**src/qoi_pkg.sv**
```systemverilog
// qoi_pkg: shared types, constants and helper functions of the qoi image decoder
// used by every module under src; no dependencies

package qoi_pkg;

    // sizes
    localparam int MAX_SIDE = 4096;
    localparam int SIDE_W   = 13;
    localparam int LEFT_W   = 25;
    localparam int RUN_W    = 6;
    localparam int IDX_W    = 6;
    localparam int IDX_N    = 64;
    localparam int APB_AW   = 3;

    // register indexes on the configuration port
    localparam logic REG_MAX_WIDTH  = 1'b0;
    localparam logic REG_MAX_HEIGHT = 1'b1;

    // op bytes and two-bit tags
    localparam logic [7:0] OP_RGB     = 8'hFE;
    localparam logic [7:0] OP_RGBA    = 8'hFF;
    localparam logic [1:0] TAG_INDEX  = 2'b00;
    localparam logic [1:0] TAG_DIFF   = 2'b01;
    localparam logic [1:0] TAG_LUMA   = 2'b10;
    localparam logic [1:0] TAG_RUN    = 2'b11;

    // header byte positions
    localparam logic [3:0] HDR_WIDTH_POS    = 4'd4;
    localparam logic [3:0] HDR_HEIGHT_POS   = 4'd8;
    localparam logic [3:0] HDR_HEIGHT_LAST  = 4'd11;
    localparam logic [3:0] HDR_CHANNELS_POS = 4'd12;
    localparam logic [7:0] CHANNELS_RGB     = 8'd3;
    localparam logic [7:0] CHANNELS_RGBA    = 8'd4;

    localparam logic [7:0] MAGIC [4] = '{8'h71, 8'h6F, 8'h69, 8'h66};

    // result kinds
    localparam logic [1:0] KIND_PIXEL = 2'd0;
    localparam logic [1:0] KIND_DONE  = 2'd1;
    localparam logic [1:0] KIND_ERROR = 2'd2;

    // error codes
    localparam logic [2:0] ERR_NONE     = 3'd0;
    localparam logic [2:0] ERR_MAGIC    = 3'd1;
    localparam logic [2:0] ERR_SIZE     = 3'd2;
    localparam logic [2:0] ERR_CHANNELS = 3'd3;
    localparam logic [2:0] ERR_TRUNC    = 3'd4;

    // decoder phase kept by the datapath
    typedef enum logic [1:0] {
        PH_HEADER,
        PH_OP,
        PH_OPERAND,
        PH_IDLE
    } phase_t;

    // controller states
    typedef enum logic [2:0] {
        ST_FETCH,
        ST_DECODE,
        ST_HASH,
        ST_PIXEL,
        ST_DONE,
        ST_ERROR,
        ST_TRUNC
    } ctrl_state_t;

    // controller to datapath
    typedef struct packed {
        logic accept;
        logic decode;
        logic hash_write;
        logic load_pixel;
        logic load_done;
        logic load_error;
        logic load_trunc;
        logic end_byte;
    } qoi_cmd_t;

    // datapath to controller
    typedef struct packed {
        logic hdr_err;
        logic emit;
        logic phase_idle;
        logic eos;
        logic run_zero;
        logic left_zero;
        logic out_free;
    } qoi_status_t;

    // color index slot of a pixel packed as {alpha, blue, green, red}
    function automatic logic [IDX_W-1:0] qoi_hash(input logic [31:0] px);
        logic [IDX_W-1:0] h;
        h = px[5:0] * 6'd3 + px[13:8] * 6'd5 + px[21:16] * 6'd7 + px[29:24] * 6'd11;
        return h;
    endfunction

endpackage

```
**src/qoi_regs.sv**
```systemverilog
// qoi_regs: apb configuration registers (max_width, max_height)
// depends on qoi_pkg

module qoi_regs
    import qoi_pkg::*;
(
    input  logic              aclk,
    input  logic              aresetn,
    input  logic              psel,
    input  logic              penable,
    input  logic              pwrite,
    input  logic [APB_AW-1:0] paddr,
    input  logic [31:0]       pwdata,
    output logic [31:0]       prdata,
    output logic              pready,
    output logic [SIDE_W-1:0] max_width,
    output logic [SIDE_W-1:0] max_height
);

    logic [SIDE_W-1:0] max_width_reg;
    logic [SIDE_W-1:0] max_height_reg;
    logic              wr_en;

    assign pready = 1'b1;
    assign wr_en  = psel & penable & pwrite;

    // register writes
    always_ff @(posedge aclk) begin
        if (!aresetn) begin
            max_width_reg  <= SIDE_W'(32);
            max_height_reg <= SIDE_W'(32);
        end else if (wr_en) begin
            if (paddr[2] == REG_MAX_WIDTH) begin
                max_width_reg <= pwdata[SIDE_W-1:0];
            end else begin
                max_height_reg <= pwdata[SIDE_W-1:0];
            end
        end
    end

    // read mux
    always_comb begin
        if (paddr[2] == REG_MAX_WIDTH) begin
            prdata = {{(32-SIDE_W){1'b0}}, max_width_reg};
        end else begin
            prdata = {{(32-SIDE_W){1'b0}}, max_height_reg};
        end
    end

    assign max_width  = max_width_reg;
    assign max_height = max_height_reg;

endmodule

```
**src/qoi_ctrl.sv**
```systemverilog
// qoi_ctrl: per-byte sequencer of the qoi decoder
// depends on qoi_pkg; drives qoi_datapath through qoi_cmd_t

module qoi_ctrl
    import qoi_pkg::*;
(
    input  logic        aclk,
    input  logic        aresetn,
    input  logic        s_tvalid,
    output logic        s_tready,
    input  qoi_status_t status,
    output qoi_cmd_t    cmd
);

    ctrl_state_t state_reg;
    ctrl_state_t state_next;

    always_ff @(posedge aclk) begin
        if (!aresetn) begin
            state_reg <= ST_FETCH;
        end else begin
            state_reg <= state_next;
        end
    end

    // next state
    always_comb begin
        state_next = state_reg;
        case (state_reg)
            ST_FETCH: begin
                if (s_tvalid) begin
                    state_next = ST_DECODE;
                end
            end
            ST_DECODE: begin
                if (status.hdr_err) begin
                    state_next = ST_ERROR;
                end else if (status.emit) begin
                    state_next = ST_HASH;
                end else if (status.eos && !status.phase_idle) begin
                    state_next = ST_TRUNC;
                end else begin
                    state_next = ST_FETCH;
                end
            end
            ST_HASH: begin
                state_next = ST_PIXEL;
            end
            ST_PIXEL: begin
                if (status.run_zero || status.left_zero) begin
                    if (status.left_zero) begin
                        state_next = ST_DONE;
                    end else if (status.eos) begin
                        state_next = ST_TRUNC;
                    end else begin
                        state_next = ST_FETCH;
                    end
                end
            end
            ST_DONE, ST_ERROR, ST_TRUNC: begin
                if (status.out_free) begin
                    state_next = ST_FETCH;
                end
            end
            default: begin
                state_next = ST_FETCH;
            end
        endcase
    end

    // outputs
    always_comb begin
        cmd      = '0;
        s_tready = 1'b0;
        case (state_reg)
            ST_FETCH: begin
                // no transfer is taken while reset is held
                s_tready   = aresetn;
                cmd.accept = s_tvalid & aresetn;
            end
            ST_DECODE: begin
                cmd.decode   = 1'b1;
                cmd.end_byte = !status.hdr_err && !status.emit &&
                               !(status.eos && !status.phase_idle);
            end
            ST_HASH: begin
                cmd.hash_write = 1'b1;
            end
            ST_PIXEL: begin
                if (status.run_zero || status.left_zero) begin
                    cmd.end_byte = !status.left_zero && !status.eos;
                end else begin
                    cmd.load_pixel = status.out_free;
                end
            end
            ST_DONE: begin
                cmd.load_done = status.out_free;
                cmd.end_byte  = status.out_free;
            end
            ST_ERROR: begin
                cmd.load_error = status.out_free;
                cmd.end_byte   = status.out_free;
            end
            ST_TRUNC: begin
                cmd.load_trunc = status.out_free;
                cmd.end_byte   = status.out_free;
            end
            default: begin
                cmd = '0;
            end
        endcase
    end

endmodule

```
**src/qoi_datapath.sv**
```systemverilog
// qoi_datapath: header parser, op decoder, color index memory and output register
// depends on qoi_pkg; sequenced by qoi_ctrl

module qoi_datapath
    import qoi_pkg::*;
(
    input  logic              aclk,
    input  logic              aresetn,
    input  qoi_cmd_t          cmd,
    output qoi_status_t       status,
    input  logic [7:0]        in_byte,
    input  logic              in_eos,
    input  logic [SIDE_W-1:0] max_width,
    input  logic [SIDE_W-1:0] max_height,
    output logic              m_tvalid,
    input  logic              m_tready,
    output logic [63:0]       m_tdata,
    output logic [1:0]        m_tuser,
    output logic              m_tlast
);

    // input byte and color index read port
    logic [7:0]        byte_reg;
    logic              eos_reg;
    logic [31:0]       idx_mem [IDX_N];
    logic [IDX_N-1:0]  idx_valid_reg;
    logic [31:0]       rd_data_reg;
    logic              rd_valid_reg;

    // decoder state
    phase_t            phase_reg,  phase_next;
    logic [3:0]        pos_reg,    pos_next;
    logic [31:0]       ws_reg,     ws_next;
    logic [31:0]       hs_reg,     hs_next;
    logic [LEFT_W-1:0] left_reg,   left_next;
    logic [7:0]        pend_reg,   pend_next;
    logic [2:0]        opcnt_reg,  opcnt_next;
    logic [RUN_W-1:0]  run_reg,    run_next;
    logic [2:0]        code_reg,   code_next;
    logic [7:0]        red_reg,    red_next;
    logic [7:0]        green_reg,  green_next;
    logic [7:0]        blue_reg,   blue_next;
    logic [7:0]        alpha_reg,  alpha_next;

    // output register
    logic              ovalid_reg;
    logic [63:0]       odata_reg;
    logic [1:0]        okind_reg;
    logic              olast_reg;

    // decode helpers
    logic              dec_err;
    logic [2:0]        dec_code;
    logic              dec_emit;
    logic              idx_clear;
    logic [31:0]       hs_shift;
    logic [SIDE_W-1:0] lim_w;
    logic [SIDE_W-1:0] lim_h;
    logic [2*SIDE_W-1:0] area;
    logic [2:0]        opcnt_inc;
    logic [2:0]        need;
    logic [7:0]        vg;
    logic [31:0]       cur_px;
    logic [IDX_W-1:0]  wr_slot;
    logic              out_free;

    assign cur_px   = {alpha_reg, blue_reg, green_reg, red_reg};
    assign wr_slot  = qoi_hash(cur_px);
    assign out_free = !ovalid_reg || m_tready;
    assign hs_shift = {hs_reg[23:0], byte_reg};
    assign lim_w    = (max_width  > SIDE_W'(MAX_SIDE)) ? SIDE_W'(MAX_SIDE) : max_width;
    assign lim_h    = (max_height > SIDE_W'(MAX_SIDE)) ? SIDE_W'(MAX_SIDE) : max_height;
    assign area     = ws_reg[SIDE_W-1:0] * hs_reg[SIDE_W-1:0];
    assign opcnt_inc = opcnt_reg + 3'd1;
    assign need     = (pend_reg == OP_RGBA) ? 3'd4 : 3'd3;
    assign vg       = {2'b00, pend_reg[5:0]} - 8'd32;

    // byte latch and registered color index read
    always_ff @(posedge aclk) begin
        if (cmd.accept) begin
            byte_reg     <= in_byte;
            eos_reg      <= in_eos;
            rd_data_reg  <= idx_mem[in_byte[IDX_W-1:0]];
            rd_valid_reg <= idx_valid_reg[in_byte[IDX_W-1:0]];
        end
        if (cmd.hash_write) begin
            idx_mem[wr_slot] <= cur_px;
        end
    end

    // index valid bits, cleared by reset and by each new header
    always_ff @(posedge aclk) begin
        if (!aresetn || idx_clear) begin
            idx_valid_reg <= '0;
        end else if (cmd.hash_write) begin
            idx_valid_reg[wr_slot] <= 1'b1;
        end
    end

    // next-state logic of the decoder
    always_comb begin
        phase_next = phase_reg;
        pos_next   = pos_reg;
        ws_next    = ws_reg;
        hs_next    = hs_reg;
        left_next  = left_reg;
        pend_next  = pend_reg;
        opcnt_next = opcnt_reg;
        run_next   = run_reg;
        code_next  = code_reg;
        red_next   = red_reg;
        green_next = green_reg;
        blue_next  = blue_reg;
        alpha_next = alpha_reg;
        dec_err    = 1'b0;
        dec_code   = ERR_NONE;
        dec_emit   = 1'b0;
        idx_clear  = 1'b0;

        // byte decode
        case (phase_reg)
            PH_HEADER: begin
                if (pos_reg < HDR_WIDTH_POS) begin
                    if (byte_reg != MAGIC[pos_reg[1:0]]) begin
                        dec_err  = 1'b1;
                        dec_code = ERR_MAGIC;
                    end
                end else if (pos_reg < HDR_HEIGHT_POS) begin
                    ws_next = {ws_reg[23:0], byte_reg};
                end else if (pos_reg < HDR_CHANNELS_POS) begin
                    hs_next = hs_shift;
                    if (pos_reg == HDR_HEIGHT_LAST &&
                        (ws_reg == '0 || hs_shift == '0 ||
                         ws_reg > {{(32-SIDE_W){1'b0}}, lim_w} ||
                         hs_shift > {{(32-SIDE_W){1'b0}}, lim_h})) begin
                        dec_err  = 1'b1;
                        dec_code = ERR_SIZE;
                    end
                end else if (pos_reg == HDR_CHANNELS_POS) begin
                    if (byte_reg != CHANNELS_RGB && byte_reg != CHANNELS_RGBA) begin
                        dec_err  = 1'b1;
                        dec_code = ERR_CHANNELS;
                    end
                end else begin
                    // colorspace byte: start of the pixel data
                    idx_clear  = cmd.decode;
                    red_next   = 8'd0;
                    green_next = 8'd0;
                    blue_next  = 8'd0;
                    alpha_next = 8'd255;
                    left_next  = area[LEFT_W-1:0];
                    phase_next = PH_OP;
                end
                if (dec_err) begin
                    phase_next = PH_IDLE;
                    code_next  = dec_code;
                end else begin
                    pos_next = pos_reg + 4'd1;
                end
            end
            PH_OP: begin
                if (byte_reg == OP_RGB || byte_reg == OP_RGBA ||
                    byte_reg[7:6] == TAG_LUMA) begin
                    pend_next  = byte_reg;
                    opcnt_next = 3'd0;
                    phase_next = PH_OPERAND;
                end else if (byte_reg[7:6] == TAG_INDEX) begin
                    if (rd_valid_reg) begin
                        red_next   = rd_data_reg[7:0];
                        green_next = rd_data_reg[15:8];
                        blue_next  = rd_data_reg[23:16];
                        alpha_next = rd_data_reg[31:24];
                    end else begin
                        red_next   = 8'd0;
                        green_next = 8'd0;
                        blue_next  = 8'd0;
                        alpha_next = 8'd0;
                    end
                    run_next = RUN_W'(1);
                    dec_emit = 1'b1;
                end else if (byte_reg[7:6] == TAG_DIFF) begin
                    red_next   = red_reg   + {6'd0, byte_reg[5:4]} - 8'd2;
                    green_next = green_reg + {6'd0, byte_reg[3:2]} - 8'd2;
                    blue_next  = blue_reg  + {6'd0, byte_reg[1:0]} - 8'd2;
                    run_next   = RUN_W'(1);
                    dec_emit   = 1'b1;
                end else begin
                    // run: bias of one, the two top codes are taken by rgb and rgba
                    run_next = byte_reg[RUN_W-1:0] + RUN_W'(1);
                    dec_emit = 1'b1;
                end
            end
            PH_OPERAND: begin
                if (pend_reg == OP_RGB || pend_reg == OP_RGBA) begin
                    case (opcnt_reg[1:0])
                        2'd0:    red_next   = byte_reg;
                        2'd1:    green_next = byte_reg;
                        2'd2:    blue_next  = byte_reg;
                        default: alpha_next = byte_reg;
                    endcase
                    opcnt_next = opcnt_inc;
                    if (opcnt_inc >= need) begin
                        phase_next = PH_OP;
                        run_next   = RUN_W'(1);
                        dec_emit   = 1'b1;
                    end
                end else begin
                    // luma: green delta in the op, red and blue offsets in this byte
                    red_next   = red_reg + vg - 8'd8 + {4'd0, byte_reg[7:4]};
                    green_next = green_reg + vg;
                    blue_next  = blue_reg + vg - 8'd8 + {4'd0, byte_reg[3:0]};
                    phase_next = PH_OP;
                    run_next   = RUN_W'(1);
                    dec_emit   = 1'b1;
                end
            end
            default: begin
                dec_emit = 1'b0;
            end
        endcase

        // without a decode step only the sequencing updates below apply
        if (!cmd.decode) begin
            phase_next = phase_reg;
            pos_next   = pos_reg;
            ws_next    = ws_reg;
            hs_next    = hs_reg;
            left_next  = left_reg;
            pend_next  = pend_reg;
            opcnt_next = opcnt_reg;
            run_next   = run_reg;
            code_next  = code_reg;
            red_next   = red_reg;
            green_next = green_reg;
            blue_next  = blue_reg;
            alpha_next = alpha_reg;
        end

        // one pixel out
        if (cmd.load_pixel) begin
            run_next  = run_reg - RUN_W'(1);
            left_next = left_reg - LEFT_W'(1);
        end

        // image complete or header error leaves the decoder idle
        if (cmd.load_done || cmd.load_error) begin
            phase_next = PH_IDLE;
        end

        // end of file: back to the header for the next one
        if (cmd.end_byte && eos_reg) begin
            pos_next   = 4'd0;
            ws_next    = '0;
            hs_next    = '0;
            left_next  = '0;
            pend_next  = 8'd0;
            opcnt_next = 3'd0;
            phase_next = PH_HEADER;
        end
    end

    // decoder state registers
    always_ff @(posedge aclk) begin
        if (!aresetn) begin
            phase_reg <= PH_HEADER;
            pos_reg   <= 4'd0;
            ws_reg    <= '0;
            hs_reg    <= '0;
            left_reg  <= '0;
            pend_reg  <= 8'd0;
            opcnt_reg <= 3'd0;
            run_reg   <= '0;
            code_reg  <= ERR_NONE;
            red_reg   <= 8'd0;
            green_reg <= 8'd0;
            blue_reg  <= 8'd0;
            alpha_reg <= 8'd255;
        end else begin
            phase_reg <= phase_next;
            pos_reg   <= pos_next;
            ws_reg    <= ws_next;
            hs_reg    <= hs_next;
            left_reg  <= left_next;
            pend_reg  <= pend_next;
            opcnt_reg <= opcnt_next;
            run_reg   <= run_next;
            code_reg  <= code_next;
            red_reg   <= red_next;
            green_reg <= green_next;
            blue_reg  <= blue_next;
            alpha_reg <= alpha_next;
        end
    end

    // output register valid
    always_ff @(posedge aclk) begin
        if (!aresetn) begin
            ovalid_reg <= 1'b0;
        end else if (cmd.load_pixel || cmd.load_done || cmd.load_error || cmd.load_trunc) begin
            ovalid_reg <= 1'b1;
        end else if (m_tready) begin
            ovalid_reg <= 1'b0;
        end
    end

    // output payload: {pad, height, width, error code, alpha, blue, green, red}
    always_ff @(posedge aclk) begin
        if (cmd.load_pixel) begin
            odata_reg <= {32'd0, cur_px};
            okind_reg <= KIND_PIXEL;
            olast_reg <= (run_reg == RUN_W'(1)) && (left_reg != LEFT_W'(1)) && !eos_reg;
        end else if (cmd.load_done) begin
            odata_reg <= {3'd0, hs_reg[SIDE_W-1:0], ws_reg[SIDE_W-1:0], ERR_NONE, 32'd0};
            okind_reg <= KIND_DONE;
            olast_reg <= 1'b1;
        end else if (cmd.load_error) begin
            odata_reg <= {29'd0, code_reg, 32'd0};
            okind_reg <= KIND_ERROR;
            olast_reg <= 1'b1;
        end else if (cmd.load_trunc) begin
            odata_reg <= {29'd0, ERR_TRUNC, 32'd0};
            okind_reg <= KIND_ERROR;
            olast_reg <= 1'b1;
        end
    end

    assign m_tvalid = ovalid_reg;
    assign m_tdata  = odata_reg;
    assign m_tuser  = okind_reg;
    assign m_tlast  = olast_reg;

    // status to the controller
    assign status.hdr_err    = dec_err;
    assign status.emit       = dec_emit;
    assign status.phase_idle = (phase_reg == PH_IDLE);
    assign status.eos        = eos_reg;
    assign status.run_zero   = (run_reg == '0);
    assign status.left_zero  = (left_reg == '0);
    assign status.out_free   = out_free;

endmodule

```
**src/qoi_image_decoder.sv**
```systemverilog
// qoi_image_decoder: top level of the qoi byte-stream image decoder
// depends on qoi_pkg, qoi_regs, qoi_ctrl, qoi_datapath
//
//  channel   ports               payload
//  input     s_t*                tdata[7:0] data byte, tlast end of stream
//  result    m_t*                tdata pixel/dims/error, tuser kind, tlast last of run
//  config    psel..prdata (apb)  max_width at 0x0, max_height at 0x4
//
// a byte that makes no pixel passes fetch and decode; a byte that makes n pixels
// passes fetch, decode, the color index write and a closing check of the run
// around one output transfer per cycle while the output register is free.
// reset is synchronous and needs no clearing pass. the sequencer holds in a
// state that loads a result while a result waits and m_tready is low; one
// result can wait in the output register while the next byte is taken.

module qoi_image_decoder
    import qoi_pkg::*;
(
    input  logic              aclk,
    input  logic              aresetn,
    // input stream
    input  logic              s_tvalid,
    output logic              s_tready,
    input  logic [7:0]        s_tdata,   // data_byte
    input  logic              s_tlast,   // end_of_stream
    // result stream
    output logic              m_tvalid,
    input  logic              m_tready,
    output logic [63:0]       m_tdata,   // red, green, blue, alpha, error_code,
                                         // image_width, image_height, zero pad
    output logic [1:0]        m_tuser,   // kind
    output logic              m_tlast,   // last_of_run
    // configuration
    input  logic              psel,
    input  logic              penable,
    input  logic              pwrite,
    input  logic [APB_AW-1:0] paddr,
    input  logic [31:0]       pwdata,
    output logic [31:0]       prdata,
    output logic              pready
);

    logic [SIDE_W-1:0] max_width;
    logic [SIDE_W-1:0] max_height;
    qoi_cmd_t          cmd;
    qoi_status_t       status;

    qoi_regs u_regs (
        .aclk       (aclk),
        .aresetn    (aresetn),
        .psel       (psel),
        .penable    (penable),
        .pwrite     (pwrite),
        .paddr      (paddr),
        .pwdata     (pwdata),
        .prdata     (prdata),
        .pready     (pready),
        .max_width  (max_width),
        .max_height (max_height)
    );

    qoi_ctrl u_ctrl (
        .aclk     (aclk),
        .aresetn  (aresetn),
        .s_tvalid (s_tvalid),
        .s_tready (s_tready),
        .status   (status),
        .cmd      (cmd)
    );

    qoi_datapath u_datapath (
        .aclk       (aclk),
        .aresetn    (aresetn),
        .cmd        (cmd),
        .status     (status),
        .in_byte    (s_tdata),
        .in_eos     (s_tlast),
        .max_width  (max_width),
        .max_height (max_height),
        .m_tvalid   (m_tvalid),
        .m_tready   (m_tready),
        .m_tdata    (m_tdata),
        .m_tuser    (m_tuser),
        .m_tlast    (m_tlast)
    );

endmodule
```
**config.mk**
```make
export PLATFORM = sky130hd
export DESIGN_NAME = qoi_image_decoder
export DESIGN_NICKNAME = d
export VERILOG_FILES = /design/src/qoi_pkg.sv /design/src/qoi_regs.sv /design/src/qoi_ctrl.sv /design/src/qoi_datapath.sv /design/src/qoi_image_decoder.sv
export SDC_FILE = /design/constraint.sdc
export NUM_CORES = 2
export LEC_CHECK = 0
export ABC_AREA = 1
export BUFFER_PORTS_ARGS = -buffer_cell sky130_fd_sc_hd__buf_2
export CAP_MARGIN = 20
export CORE_ASPECT_RATIO = 2
export CORE_UTILIZATION = 55
export DETAILED_ROUTE_END_ITERATION = 10
export PLACE_DENSITY = 0.73
export SLEW_MARGIN = 20
export SYNTH_ARGS = -nofsm -noshare
export SYNTH_HDL_FRONTEND = slang
export SYNTH_HIERARCHICAL = 1
export SYNTH_SLANG_ARGS = --single-unit
export TNS_END_PERCENT = 10
```
**constraint.sdc**
```tcl
create_clock -name aclk -period 13 [get_ports aclk]
set_input_delay 2.6 -clock aclk [delete_from_list [all_inputs] [get_ports aclk]]
set_output_delay 2.6 -clock aclk [all_outputs]
set_load 0.05 [all_outputs]
```
* Word-level counts from Yosys, hierarchy flattened
Memory sizes are Yosys's and may differ from the RTL's. A register that Yosys moved wholly into a read port is not among the register bits.
Cells that the tools add are included.
** Operators by class
- Add/sub/neg operators :: 22
- $mul :: 5
- Order comparisons :: 12
- Equal/unequal tests :: 52
- Muxes and demuxes :: 135
- Bitwise logic cells :: 10
- Reduce and logical (&&, ||, !) cells :: 70
** Operators with widths (number)
- 8-bit 2-to-1 mux :: 33
- 61-bit 2-to-1 mux :: 3
- 25-bit 2-to-1 mux :: 7
- 8-bit case mux with 3 select lines :: 4
- 32-bit by 13-bit > comparator with 1-bit output :: 2
- 32-bit logical NOT :: 2
- 64-bit OR :: 1
- 3-bit 2-to-1 mux :: 15
- 6-bit 2-to-1 mux :: 7
- 1-bit 2-to-1 mux :: 39
- 13-bit 2-to-1 mux :: 3
- 8-bit equality test (second input constant) :: 4
- 32-bit 2-to-1 mux :: 1
- 2-bit 2-to-1 mux :: 14
- 9-bit AND reduction :: 3
- 13-bit > comparator (second input constant) :: 2
- 25-bit logical NOT :: 1
- 13-bit by 13-bit multiplier with 25-bit output :: 1
- 25-bit by 1-bit != test with 1-bit output (second input constant) :: 1
- 25-bit by 1-bit subtractor with 25-bit output (second input constant) :: 1
- 8-bit by 2-bit adder with 8-bit output :: 3
- 8-bit adder :: 3
- 8-bit by 2-bit subtractor with 8-bit output (second input constant) :: 3
- 4-bit != test (second input constant) :: 5
- 63 further kinds :: 148
** Word-level totals
- Register bits :: 307
- Bits in writable memories :: 2048
- Input port bits :: 51
- Output and inout bits :: 102
- Memories :: 1
** Memories
- u_datapath.idx_mem :: words 64, width 32, read ports 1, clocked after Yosys merged registers in 1, write ports 1, line qoi_datapath.sv:25 : logic [31:0] idx_mem [IDX_N];

* Logic depth before layout (Yosys ltp)
- Word-level depth :: 18
- Gate-level depth with buffers :: 31
- Gate-level depth less buffers :: 27

* By module
The synthesis kept the hierarchy.
** By module, submodules not included
- qoi_datapath :: times used 1, cells each 9010, area each 103355.4 um2
- qoi_regs :: times used 1, cells each 220, area each 1458.9 um2
- qoi_ctrl :: times used 1, cells each 63, area each 322.8 um2

* Worst setup path after synthesis
Ideal clock, no wire load.
- Path type :: reg-to-reg
- Start :: register u_datapath.blue_reg[2]
- End :: memory u_datapath.idx_mem[32][0] (enable)
- Setup time :: 387 ps
- Arrival time :: 6083 ps
- Required time :: 12613 ps
- Path slack :: 6530 ps
- Cell stages (with the launch flop) :: 22
- Cells stage by stage :: dfxtp_1 inv_1 fa_1 inv_1 fa_1 inv_1 fa_1 fa_1 fa_1 inv_1 ha_1 a21oi_1 a21o_1 nand2_1 nand3_1 nand2_1 inv_1 nand3_1 nand2_2 buf_6 nand4_1 inv_1
** On the way
- Longest elaborated chain between the ends :: 3
** RTL lines
- from (decl) :: line qoi_datapath.sv:42 : logic [7:0] blue_reg, blue_next;
- from (signal assigned) :: line qoi_datapath.sv:290 : blue_reg <= blue_next;
- 6-bit by 3-bit multiplier with 6-bit output :: line qoi_pkg.sv:94 : h = px[5:0] * 6'd3 + px[13:8] * 6'd5 + px[21:16] * 6'd7 + px[29:24] * 6'd11;
- 6-bit adder (2 in a row) :: line qoi_pkg.sv:94
- to (decl) :: line qoi_datapath.sv:25
No other way between the ends.

* Final worst setup path
- Start :: register u_datapath.blue_reg[1]
- End :: memory u_datapath.idx_mem[19][19] (enable)
The elaborated chain is that of the path after synthesis.

==> results.tsv <==
metric	value	unit
outcome	finished, final reports clean	
ys flop type	edfxtp_1	
Fin. Hold Viols	0	
Synth Register Bits	2386	
maximum VDD drop	345.3	uV
Post-CTS Hold Fix Bufs	0	
IO Count	153	
RR Startpoint	u_datapath/blue_reg[1]	
pin count of the biggest net entering global routing	200	
Root Buffer Master	clkbuf_16	
Final min period	7274	ps
nature of the critical path startpoint	flip-flop	
I/O Buffers	108	
H-tree depth	4	
actual slew at the worst max-slew pin	1218	ps
highest clock rate	137.5	MHz
first-pass GRT wire length	465.4	mm
number of CTS-inserted buffers	199	
Post-DP HPWL	187.7	mm
critical-path maximum fanout	52	
Yosys warnings	6	
initial antenna violation count	11	
Crit-path slowest cell	clkinv_1	
Worst EP arrival	7820	ps
Worst Skew	88.57	ps
Layout area overhead	8.043	%
CTS Buffer Depth	4	
Die X	311.2	um
Hold Worst Slack	452.1	ps
drt pass-1 iters	8	
slew margin rel.	0.1881	
power per cell area	149.8	mW/mm2
RSZ-0062 raised after global routing	false	
core area	0.1897	mm2
Max Cap Viol	0	
Leak	40.31	nW
fillcell total	14682	
most frequent cells in the layout	edfxtp_1 (2123), nor2_1 (1602), o21ai_0 (1425)	
initial drt markers	8843	
Final Non-Filler Cells	11809	
crit path kind	reg2reg	
total number of vias	75247	
Inst Count DP	11445	
CP Cell Sequence	buf_4 > fa_1 > fa_1 > fa_1 > inv_1 > fa_1 > fa_1 > inv_1 > ha_1 > a21oi_1 > nand3_1 > nand2_1 > nand3_1 > nand2_1 > inv_1 > nand3_1 > nand2_2 > nand4_1 > clkinv_1 > buf_4	
number of routed nets with antenna violations	0	
Skew-Pair Late Insertion Delay	890	ps
Post-synth EDFFs	2123	
sequential fraction of the synthesis area	0.6564	
Hold Crit Start	u_datapath/idx_valid_reg[10]	
Yosys cell types	61	
drt wl/cell	27.23	um
commonest non-fill, non-tap cell in the layout	edfxtp_1	
# nets final	9541	
HP Class	reg2reg	
setup_tns	0	ps
effective utilization at floorplan	0.5541	
Total Routing Usage GR	0.3279	
vias in the first global route	74500	
Resized Gates After CTS	0	
DIE AREA	0.1930	mm2
Mapped Area	0.1051	mm2
Crit path largest cell delay	690	ps
Setup crit start	u_datapath/blue_reg[1]	
most used cell, CP	fa_1	
post-route clock period utilization	0.5595	
CTS tree	done	
Max Slew Vio Count	0	
Vias per Instance	6.372	
Clock Pin Slew Worst Setup and Hold Paths	70	ps
GRT overflow	0	
final setup vio count	0	
Post-CTS Setup Bufs	0	
worst path required time	13550	ps
gpl congestion	0.9515	
Largest register FFs	2048	
share of cells above drive strength 1	0.07287	
Std-Cell Rows	226	
clk sink count	2386	
chip height	620.3	um
Multi-input gate area	0.03095	mm2
Mapped Cells	9293	
FF/Latch Area	0.06906	mm2
Worst setup EP type	flip-flop	
Avg Synthesized Cell Area	11.31	um2
drt drc	0	
WL final	321.5	mm
ys async rst share	0	
post-layout power	17.02	mW
post-layout util	0.5987	
-- synthesized netlist by cell type, drive strengths merged (3+ instances only) --
cell type,number,share of area
o211ai,13,0.00093
buf,225,0.014
edfxtp,2123,0.61
clkinv,5,0.00018
nor3,27,0.0013
or2,17,0.0010
clkbuf,413,0.015
a221oi,9,0.00075
a31oi,18,0.0011
inv,612,0.022
conb,3,0.00011
and3,3,0.00018
o21ai,1493,0.071
xnor2,28,0.0023
dfxtp,263,0.050
and2,4,0.00024
xor2,23,0.0019
fa,157,0.030
ha,195,0.023
a21o,8,0.00057
a32o,28,0.0027
nand2,781,0.028
a211o,6,0.00050
nor4,15,0.00089
o32ai,12,0.0010
nand3,128,0.0063
a21oi,308,0.015
nor2,1619,0.059
a211oi,8,0.00057
o31ai,17,0.0014
o22ai,639,0.038
nand4,77,0.0046
-- per-layer routing --
metal  track usage  vias to the layer above  routed length, um
met4        0.3046                        4              34260
met2        0.5666                     4694             158900
met5             0                        -                 21
li1              -                    32644                  -
met3       0.04776                     1293              28700
met1        0.3439                    36612              99660
-- worst max-delay path: cells and delay by family, from the launching register on --
family | cells | cell delay, ps
buffers and inverters | 6 | 2040
DFF | 1 | 600
adders and majority gates | 6 | 2820
AOI/OAI and AO/OA | 1 | 260
and+or+nand+nor | 7 | 1230
-- area by class of cell --
class | instances | area share
timing repair buffer | 262 | 0.01645
multi-input combinational | 5672 | 0.2725
sequential | 2386 | 0.6079
clock inverter | 104 | 0.008812
clock buffer | 250 | 0.04583
antenna | 10 | 0.0002203
inverter | 617 | 0.02063
tap | 2508 | 0.02763
-- power by group --
group	switching [mW]	internal (mW)
registers	0.100	8.49
clock network	2.72	3.18
logic	2.00	0.525
-- cells by family (layout without fill, tap and decap cells) --
logic type,count (synthesis),after routing,share of synthesized area
flip-flops,2386,2386,0.6564
XOR/XNOR,51,51,0.004249
other,3,33,0.0001071
adder cells (fa/ha/maj),352,352,0.05310
buffers and inverters,1255,1233,0.05058
AO/OA/AOI/OAI,2573,2573,0.1343
AND/OR/NAND/NOR,2673,2673,0.1012
-- metrics by stage --
step           instance area [um2]  setup slack [ps]
4_1_cts                     113600              5835
6_report                    113600              5726
3_5_place_dp                107300              5538
3_3_place_gp                107300              5613
2_1_floorplan               105200              6530
5_1_grt                     113600              5550
-- final timing paths --
path / cells past startpoint / slack, ps / end
worst max register to register: 20 / 5730 / u_datapath/idx_mem[19][19]
worst max-delay path: 20 / 5730 / u_datapath/idx_mem[19][19]
worst min register to register: 2 / 450 / u_datapath/idx_valid_reg[10]
worst min-delay path: 2 / 450 / u_datapath/idx_valid_reg[10]
Note: power is estimated with default switching activity, not from simulation.
